### config.mk
export PLATFORM = sky130hd
export DESIGN_NAME = side_gap_length_detector
export DESIGN_NICKNAME = d
export VERILOG_FILES = /design/src/sv/sgld_pkg.sv /design/src/sv/sgld_regs.sv /design/src/sv/sgld_side.sv /design/src/sv/side_gap_length_detector.sv
export SDC_FILE = /design/constraint.sdc
export NUM_CORES = 2
export LEC_CHECK = 0
export ABC_CLOCK_PERIOD_IN_PS = 9250
export BUFFER_PORTS_ARGS = -buffer_cell sky130_fd_sc_hd__buf_2
export CAP_MARGIN = 10
export CORE_MARGIN = 2
export CORE_UTILIZATION = 40
export DETAILED_ROUTE_END_ITERATION = 12
export PLACE_DENSITY_LB_ADDON = 0.2
export SYNTH_ARGS = -nofsm -noshare
export SYNTH_HDL_FRONTEND = slang
export SYNTH_SLANG_ARGS = --single-unit
### constraint.sdc
create_clock -name clk -period 9.25 [get_ports clk]
set_clock_uncertainty 0.1 [all_clocks]
set_input_delay 0.925 -clock clk [delete_from_list [all_inputs] [get_ports clk]]
set_output_delay 0.925 -clock clk [all_outputs]
set_load 0.02 [all_outputs]
### src/sv/sgld_pkg.sv
// Shared constants, codes and types for the side gap length detector.
`default_nettype none

package sgld_pkg;

    localparam int DIST_BITS         = 10;
    localparam int SPEED_BITS        = 8;
    localparam int MIN_BITS          = 10;
    localparam int IN_TIME_BITS      = 32;
    localparam int TIME_BITS_DEFAULT = 32;
    localparam int MS_PER_S          = 1000;
    localparam int LIMIT_BITS        = MIN_BITS + 10;
    localparam int SIDE_BITS         = 2;

    localparam int IN_FIELD_BITS  = 2 * DIST_BITS + IN_TIME_BITS;
    localparam int IN_TDATA_BITS  = ((IN_FIELD_BITS + 7) / 8) * 8;
    localparam int OUT_TDATA_BITS = ((SIDE_BITS + 7) / 8) * 8;

    localparam int APB_ADDR_BITS = 4;
    localparam int APB_DATA_BITS = 32;

    localparam logic [1:0] REG_DEPTH_THRESHOLD = 2'd0;
    localparam logic [1:0] REG_SPEED           = 2'd1;
    localparam logic [1:0] REG_MIN_SLOT_LENGTH = 2'd2;

    localparam logic [DIST_BITS-1:0]  DEPTH_RESET = 10'd50;
    localparam logic [SPEED_BITS-1:0] SPEED_RESET = 8'd20;
    localparam logic [MIN_BITS-1:0]   MIN_RESET   = 10'd40;

    localparam logic [SIDE_BITS-1:0] SIDE_NONE  = 2'd0;
    localparam logic [SIDE_BITS-1:0] SIDE_LEFT  = 2'd1;
    localparam logic [SIDE_BITS-1:0] SIDE_RIGHT = 2'd2;
    localparam logic [SIDE_BITS-1:0] SIDE_BAD   = 2'd3;

    typedef struct packed {
        logic [DIST_BITS-1:0]  depth_threshold_cm;
        logic [SPEED_BITS-1:0] speed_cm_per_s;
        logic [LIMIT_BITS-1:0] limit;
    } sgld_cfg_t;

    typedef struct packed {
        logic step;
        logic clear;
    } sgld_side_ctrl_t;

endpackage

`default_nettype wire

### src/sv/sgld_regs.sv
// Configuration register file behind the APB-style port.
`default_nettype none

module sgld_regs
    import sgld_pkg::*;
(
    input  wire logic                     clk,
    input  wire logic                     rst_n,
    input  wire logic                     psel,
    input  wire logic                     penable,
    input  wire logic                     pwrite,
    input  wire logic [APB_ADDR_BITS-1:0] paddr,
    input  wire logic [APB_DATA_BITS-1:0] pwdata,
    output logic      [APB_DATA_BITS-1:0] prdata,
    output logic                          pready,
    output sgld_cfg_t                     cfg
);

    logic [DIST_BITS-1:0]  depth_reg;
    logic [SPEED_BITS-1:0] speed_reg;
    logic [MIN_BITS-1:0]   min_reg;
    logic [LIMIT_BITS-1:0] limit_reg;
    logic [1:0]            reg_index;
    logic                  wr_en;
    logic [LIMIT_BITS-1:0] limit_next;

    assign pready     = 1'b1;
    assign reg_index  = paddr[APB_ADDR_BITS-1:2];
    assign wr_en      = psel && penable && pwrite && pready;
    assign limit_next = LIMIT_BITS'(pwdata[MIN_BITS-1:0]) * LIMIT_BITS'(MS_PER_S);

    always_ff @(posedge clk or negedge rst_n)
    begin
        if (!rst_n)
        begin
            depth_reg <= DEPTH_RESET;
            speed_reg <= SPEED_RESET;
            min_reg   <= MIN_RESET;
            limit_reg <= LIMIT_BITS'(MIN_RESET) * LIMIT_BITS'(MS_PER_S);
        end
        else if (wr_en)
        begin
            unique case (reg_index)
                REG_DEPTH_THRESHOLD: depth_reg <= pwdata[DIST_BITS-1:0];
                REG_SPEED:           speed_reg <= pwdata[SPEED_BITS-1:0];
                REG_MIN_SLOT_LENGTH:
                begin
                    min_reg   <= pwdata[MIN_BITS-1:0];
                    limit_reg <= limit_next;
                end
                default: ;
            endcase
        end
    end

    always_comb
    begin
        unique case (reg_index)
            REG_DEPTH_THRESHOLD: prdata = APB_DATA_BITS'(depth_reg);
            REG_SPEED:           prdata = APB_DATA_BITS'(speed_reg);
            REG_MIN_SLOT_LENGTH: prdata = APB_DATA_BITS'(min_reg);
            default:             prdata = '0;
        endcase
    end

    assign cfg.depth_threshold_cm = depth_reg;
    assign cfg.speed_cm_per_s     = speed_reg;
    assign cfg.limit              = limit_reg;

endmodule

`default_nettype wire

### src/sv/sgld_side.sv
// Gap tracker for one side: open flag, opening timestamp and held gap length.
`default_nettype none

module sgld_side
    import sgld_pkg::*;
#(
    parameter int TIME_BITS = TIME_BITS_DEFAULT
)
(
    input  wire logic                 clk,
    input  wire logic                 rst_n,
    input  wire sgld_side_ctrl_t      ctrl,
    input  wire logic [DIST_BITS-1:0] distance,
    input  wire logic [TIME_BITS-1:0] now,
    input  wire sgld_cfg_t            cfg,
    output logic                      over
);

    localparam int LEN_BITS = TIME_BITS + SPEED_BITS;

    logic                 open_reg;
    logic [TIME_BITS-1:0] start_reg;
    logic [LEN_BITS-1:0]  len_reg;
    logic                 is_open;
    logic                 closing;
    logic [TIME_BITS-1:0] elapsed;
    logic [LEN_BITS-1:0]  product;
    logic [LEN_BITS-1:0]  len_upd;
    logic [LEN_BITS-1:0]  len_next;

    assign is_open  = distance > cfg.depth_threshold_cm;
    assign closing  = open_reg && !is_open;
    assign elapsed  = now - start_reg;
    assign product  = LEN_BITS'(elapsed) * LEN_BITS'(cfg.speed_cm_per_s);
    assign len_upd  = closing ? product : len_reg;
    assign over     = len_upd > LEN_BITS'(cfg.limit);
    assign len_next = ctrl.clear ? '0 : len_upd;

    always_ff @(posedge clk or negedge rst_n)
    begin
        if (!rst_n)
        begin
            open_reg  <= 1'b0;
            start_reg <= '0;
            len_reg   <= '0;
        end
        else if (ctrl.step)
        begin
            open_reg <= is_open;
            if (is_open && !open_reg)
            begin
                start_reg <= now;
            end
            len_reg <= len_next;
        end
    end

endmodule

`default_nettype wire

### src/sv/side_gap_length_detector.sv
// Top level of the side gap length detector: input stage, side trackers, result stage.
//
// Usage:
//   s_tvalid/s_tready/s_tdata carry one sample per item: left distance, right
//   distance and a millisecond timestamp. m_tvalid/m_tready/m_tdata return
//   exactly one item per sample with the slot side (0 none, 1 left, 2 right).
//   Registers sit on the APB-style port: depth threshold at 0x0, speed at 0x4,
//   minimum slot length at 0x8; write them only while no item is in flight.
// Pipeline: the sample enters the input register at its accepting edge and the result
//   register loads when the item advances from it, which raises m_tvalid.
// Throughput: one item per cycle while m_tready stays high. Each side does its whole
//   update combinationally: TIME_BITS subtract, TIME_BITS by 8 multiply, two compares.
// Reset: clears both gap trackers, loads the register defaults (50, 20, 40)
//   and empties both stages.
// Stall: while m_tready is low the result holds, one more sample can wait in
//   the input register, and s_tready drops once both stages are full.
`default_nettype none

module side_gap_length_detector
    import sgld_pkg::*;
#(
    parameter int TIME_BITS = TIME_BITS_DEFAULT
)
(
    input  wire logic                      clk,
    input  wire logic                      rst_n,
    input  wire logic                      s_tvalid,
    output logic                           s_tready,
    // left_distance_cm [9:0], right_distance_cm [19:10], time_ms [51:20], zero fill
    input  wire logic [IN_TDATA_BITS-1:0]  s_tdata,
    output logic                           m_tvalid,
    input  wire logic                      m_tready,
    // slot_side [1:0], zero fill
    output logic      [OUT_TDATA_BITS-1:0] m_tdata,
    input  wire logic                      psel,
    input  wire logic                      penable,
    input  wire logic                      pwrite,
    input  wire logic [APB_ADDR_BITS-1:0]  paddr,
    input  wire logic [APB_DATA_BITS-1:0]  pwdata,
    output logic      [APB_DATA_BITS-1:0]  prdata,
    output logic                           pready
);

    sgld_cfg_t              cfg;
    sgld_side_ctrl_t        left_ctrl;
    sgld_side_ctrl_t        right_ctrl;
    logic                   left_over;
    logic                   right_over;

    logic                   in_valid_reg;
    logic [DIST_BITS-1:0]   left_reg;
    logic [DIST_BITS-1:0]   right_reg;
    logic [IN_TIME_BITS-1:0] time_reg;
    logic                   out_valid_reg;
    logic [SIDE_BITS-1:0]   side_reg;
    logic [SIDE_BITS-1:0]   side_next;
    logic [TIME_BITS-1:0]   now;
    logic                   advance;
    logic                   in_accept;

    sgld_regs u_regs (
        .clk     (clk),
        .rst_n   (rst_n),
        .psel    (psel),
        .penable (penable),
        .pwrite  (pwrite),
        .paddr   (paddr),
        .pwdata  (pwdata),
        .prdata  (prdata),
        .pready  (pready),
        .cfg     (cfg)
    );

    assign advance   = in_valid_reg && (!out_valid_reg || m_tready);
    assign s_tready  = !in_valid_reg || advance;
    assign in_accept = s_tvalid && s_tready;
    assign now       = TIME_BITS'(time_reg);

    assign left_ctrl.step   = advance;
    assign left_ctrl.clear  = advance && left_over;
    assign right_ctrl.step  = advance;
    assign right_ctrl.clear = advance && !left_over && right_over;

    sgld_side #(.TIME_BITS(TIME_BITS)) u_left (
        .clk      (clk),
        .rst_n    (rst_n),
        .ctrl     (left_ctrl),
        .distance (left_reg),
        .now      (now),
        .cfg      (cfg),
        .over     (left_over)
    );

    sgld_side #(.TIME_BITS(TIME_BITS)) u_right (
        .clk      (clk),
        .rst_n    (rst_n),
        .ctrl     (right_ctrl),
        .distance (right_reg),
        .now      (now),
        .cfg      (cfg),
        .over     (right_over)
    );

    always_comb
    begin
        if (left_over)
        begin
            side_next = SIDE_LEFT;
        end
        else if (right_over)
        begin
            side_next = SIDE_RIGHT;
        end
        else
        begin
            side_next = SIDE_NONE;
        end
    end

    always_ff @(posedge clk or negedge rst_n)
    begin
        if (!rst_n)
        begin
            in_valid_reg  <= 1'b0;
            out_valid_reg <= 1'b0;
        end
        else
        begin
            if (in_accept)
            begin
                in_valid_reg <= 1'b1;
            end
            else if (advance)
            begin
                in_valid_reg <= 1'b0;
            end
            if (advance)
            begin
                out_valid_reg <= 1'b1;
            end
            else if (m_tready)
            begin
                out_valid_reg <= 1'b0;
            end
        end
    end

    always_ff @(posedge clk)
    begin
        if (in_accept)
        begin
            left_reg  <= s_tdata[DIST_BITS-1:0];
            right_reg <= s_tdata[2*DIST_BITS-1:DIST_BITS];
            time_reg  <= s_tdata[IN_FIELD_BITS-1:2*DIST_BITS];
        end
        if (advance)
        begin
            side_reg <= side_next;
        end
    end

    assign m_tvalid = out_valid_reg;
    assign m_tdata  = OUT_TDATA_BITS'(side_reg);

    a_no_bad_side: assert property (@(posedge clk) disable iff (!rst_n)
        m_tvalid |-> (m_tdata[SIDE_BITS-1:0] != SIDE_BAD))
        else $error("slot side code 3 on output");

    a_single_clear: assert property (@(posedge clk) disable iff (!rst_n)
        !(left_ctrl.clear && right_ctrl.clear))
        else $error("both sides cleared by one item");

    a_advance_fills: assert property (@(posedge clk) disable iff (!rst_n)
        advance |=> m_tvalid)
        else $error("processed item did not reach the result register");

    a_stall_holds_input: assert property (@(posedge clk) disable iff (!rst_n)
        (in_valid_reg && !advance) |=> (in_valid_reg && $stable(time_reg)))
        else $error("waiting item lost while stalled");

endmodule

`default_nettype wire
==> flow_summary_export.csv <==
group,metric,value,unit
place,post-dp-hpwl,70.49,mm
logic_synthesis,synthFlopType,"dfrtp_1",
finish,stdcell_count,5273,
worst_setup_path,crit_type,"reg -> reg",
floorplan,die_x,293.3,um
logic_synthesis,synth_cells,3826,
timing,tightestPinTransition,0.9824,ns
worst_setup_path,crit_path_start,"now[1]",
worst_setup_path,worst_path_most_repeated_cell,"buf_4",
logic_synthesis,yosys_warnings,0,
cts,ctsLongestPathBuffers,3,
global_routing,antenna_found_initial,0,
worst_setup_path,crit_path_end,"u_right.len_reg[28]",
timing,fmax,0.1102,GHz
hold_path,min_path_type,"in -> async",
global_routing,grt_pass1_vias,27730,
logic_synthesis,synth_common_cells,"inv_1 (531), nand2_1 (486), fa_1 (392), and2_1 (361), ha_1 (277)",
floorplan,coreArea,0.08329,mm^2
floorplan,floorplan.initialDensity,0.4018,
logic_synthesis,ys_types,83,
place,pre_cts_slack,-0.4834,ns
cts,cts_num_sinks,245,
cts,insertion_delay,0.61,ns
place,portBuffers,84,
global_routing,grt_max_degree,70,
cts,root_buffer,"clkbuf_16",
detailed_routing,met1_length,41.28,mm
worst_setup_path,slowest_stage,"fa_1",
logic_synthesis,synth_edf_count,54,
finish,final_area,0.03951,mm^2
floorplan,top_level_ports,142,
logic_synthesis,ys_seq_area_frac,0.1917,
logic_synthesis,synthArstFlopShare,0.7796,
finish,nNetsFinal,4938,
cts,cts_made_buffers,29,
worst_setup_path,worst_r2r_endpoint,"u_right.len_reg[28]",
timing,period_needed,9.077,ns
logic_synthesis,synth_seq_cells,245,
cts,cts_hold_buffers,0,
worst_setup_path,endpoint_kind,"flop",
timing,hold_viol_final,0,
detailed_routing,totalWireLength,90.96,mm
floorplan,die_area,0.08600,mm^2
flow_run,cap_violations,0,
cts,cts_tree,"done",
detailed_routing,via_per_inst,5.178,
logic_synthesis,syn_area_per_cell,8.748,um^2
worst_setup_path,worstPathMaxFanout,8,
place,gp_congestion,0.8502,
worst_setup_path,worstPathArrival,9.52,ns
global_routing,grt_pass1_wl,149.8,mm
outcome,status,"completed",
floorplan,die-height,293.3,um
logic_synthesis,synth_area_leaders,"fa_1 (23%), dfrtp_1 (13%), ha_1 (10%)",
worst_setup_path,start_kind,"flop",
global_routing,grt_overflow,0,
worst_setup_path,required,9.69,ns
timing,slew_viol_final,0,
worst_setup_path,reg2reg_setup_slack,0.17,ns
cts,htree_levels,1,
timing,setup_viol,0,
detailed_routing,vias,27300,
timing,relSlewSlack,0.3435,
worst_setup_path,timing.rr.start,"now[1]",
finish,drive_gt1_frac,0.1798,
finish,fill_cells,8115,
worst_setup_path,cpPeakStageDelay,0.54,ns
place,placed_cells,5193,
timing,setup_slack,0.1731,ns
detailed_routing,wl_met3,2.591,mm
logic_synthesis,synth_top_cell_by_area,"fa_1",
detailed_routing,routedWlPerCell,17.25,um
detailed_routing,drcViolationCount,0,
timing,fin_crit_sh,0.9813,
worst_setup_path,ff2ff_path_depth,39,
detailed_routing,firstDrtPassIters,5,
logic_synthesis,syn-cell-area,0.03347,mm^2
finish,area_delta_synth_final,18.04,%
cts,path_clk_slew,0.06,ns
global_routing,grt_usage,0.2168,
detailed_routing,ant_nets,0,
detailed_routing,topRoutingLayerUsed,"met4",
place,dpl_cell_area,0.03734,mm^2
detailed_routing,met2WireLength,45.14,mm
floorplan,std_cell_rows,106,
finish,antennaDiodeCount,0,
logic_synthesis,synth_top_area_frac,0.2345,
logic_synthesis,yosysMostFrequentCell,"inv_1",
timing,rsz0062_at_grt,"true",
detailed_routing,drtIter0Drc,1469,
worst max-delay path, delay by kind of cell, from the launching register on:
family / cells / cell delay (ns)
adders and majority gates: 6 / 2.46
muxes: 1 / 0.27
xor gates and xnor gates: 1 / 0.23
and+or+nand+nor: 7 / 1.04
DFF: 1 / 0.42
AOI/OAI and AO/OA: 13 / 3.03
buffers and inverters: 11 / 1.51
kinds of logic after synthesis:
logic type      Yosys count  share of synthesized area
mux                      68                    0.02221
xor+xnor                119                    0.03114
other cells               2                  0.0002244
compound gates          717                     0.1370
buf+inv                 725                    0.08475
simple gates           1281                     0.1950
fa+ha+maj               669                     0.3380
flops                   245                     0.1917
per-layer routing:
layer / vias to the layer above / track usage
met2: 359 / 0.3806
li1: 13250 / -
met1: 13610 / 0.2914
met4: 0 / 0.04928
met5: - / 0
met3: 85 / 0.01710
metrics by stage:
step	utilization	hold WS (ns)	setup TNS (ns)
final	0.4743	0.1951	0
after global routing	0.4743	0.2203	-5.934
after CTS	0.4631	0.2064	0
after detailed placement	0.4483	0.3609	-21.65
after global placement	0.4483	0.3554	-22.33
after floorplan	-	0.3386	0
placed cells by master, fill, tap and decap left out, types with 31 or more instances in the layout:
cell type | netlist | layout
buf_4 | 29 | 388
a21o_1 | 66 | 66
nand2_1 | 486 | 481
nor2b_1 | 54 | 53
a21oi_1 | 174 | 153
edfxtp_1 | 54 | 54
and2_1 | 361 | 354
inv_1 | 531 | 527
ha_1 | 277 | 260
nor2_1 | 108 | 103
o21ai_0 | 197 | 168
mux2_2 | 50 | 50
nor3_1 | 39 | 34
fa_1 | 392 | 389
nand2b_1 | 33 | 33
xnor2_1 | 82 | 67
buf_2 | 3 | 83
dfrtp_1 | 179 | 173
xor2_1 | 37 | 32
nand3_1 | 60 | 60
nand4_1 | 31 | 31
a31oi_1 | 35 | 32
what timing repair did:
item	CTS	global route
buffers inserted	2	24
pin swaps	7	96
gates resized for setup	38	164
gates cloned	1	0
setup endpoints to repair	78	78
final cells by class:
type | count | area, um^2 | area share
Inverter | 532 | 2002 | 0.05067
Clock inverter | 16 | 240.2 | 0.006081
Clock buffer | 38 | 799.5 | 0.02024
Multi-Input combinational cell | 2884 | 25260 | 0.6394
Tap cell | 1080 | 1351 | 0.03421
Timing Repair Buffer | 478 | 3427 | 0.08675
Sequential cell | 245 | 6424 | 0.1626
worst min-delay path by stage:
stage	end	slack, ns	depth (start not counted)
after detailed placement	u_right.len_reg[32]	0.36	2
final	u_regs.speed_reg[0]	0.20	1
after floorplan	u_right.len_reg[26]	0.34	2
after global placement	u_right.len_reg[26]	0.36	2
after global routing	u_regs.speed_reg[0]	0.22	1
after CTS	u_regs.speed_reg[0]	0.21	1
Power is left out: the tool's default activity adds up to more than one toggle a clock period on the data nets, which glitch-free logic cannot reach.
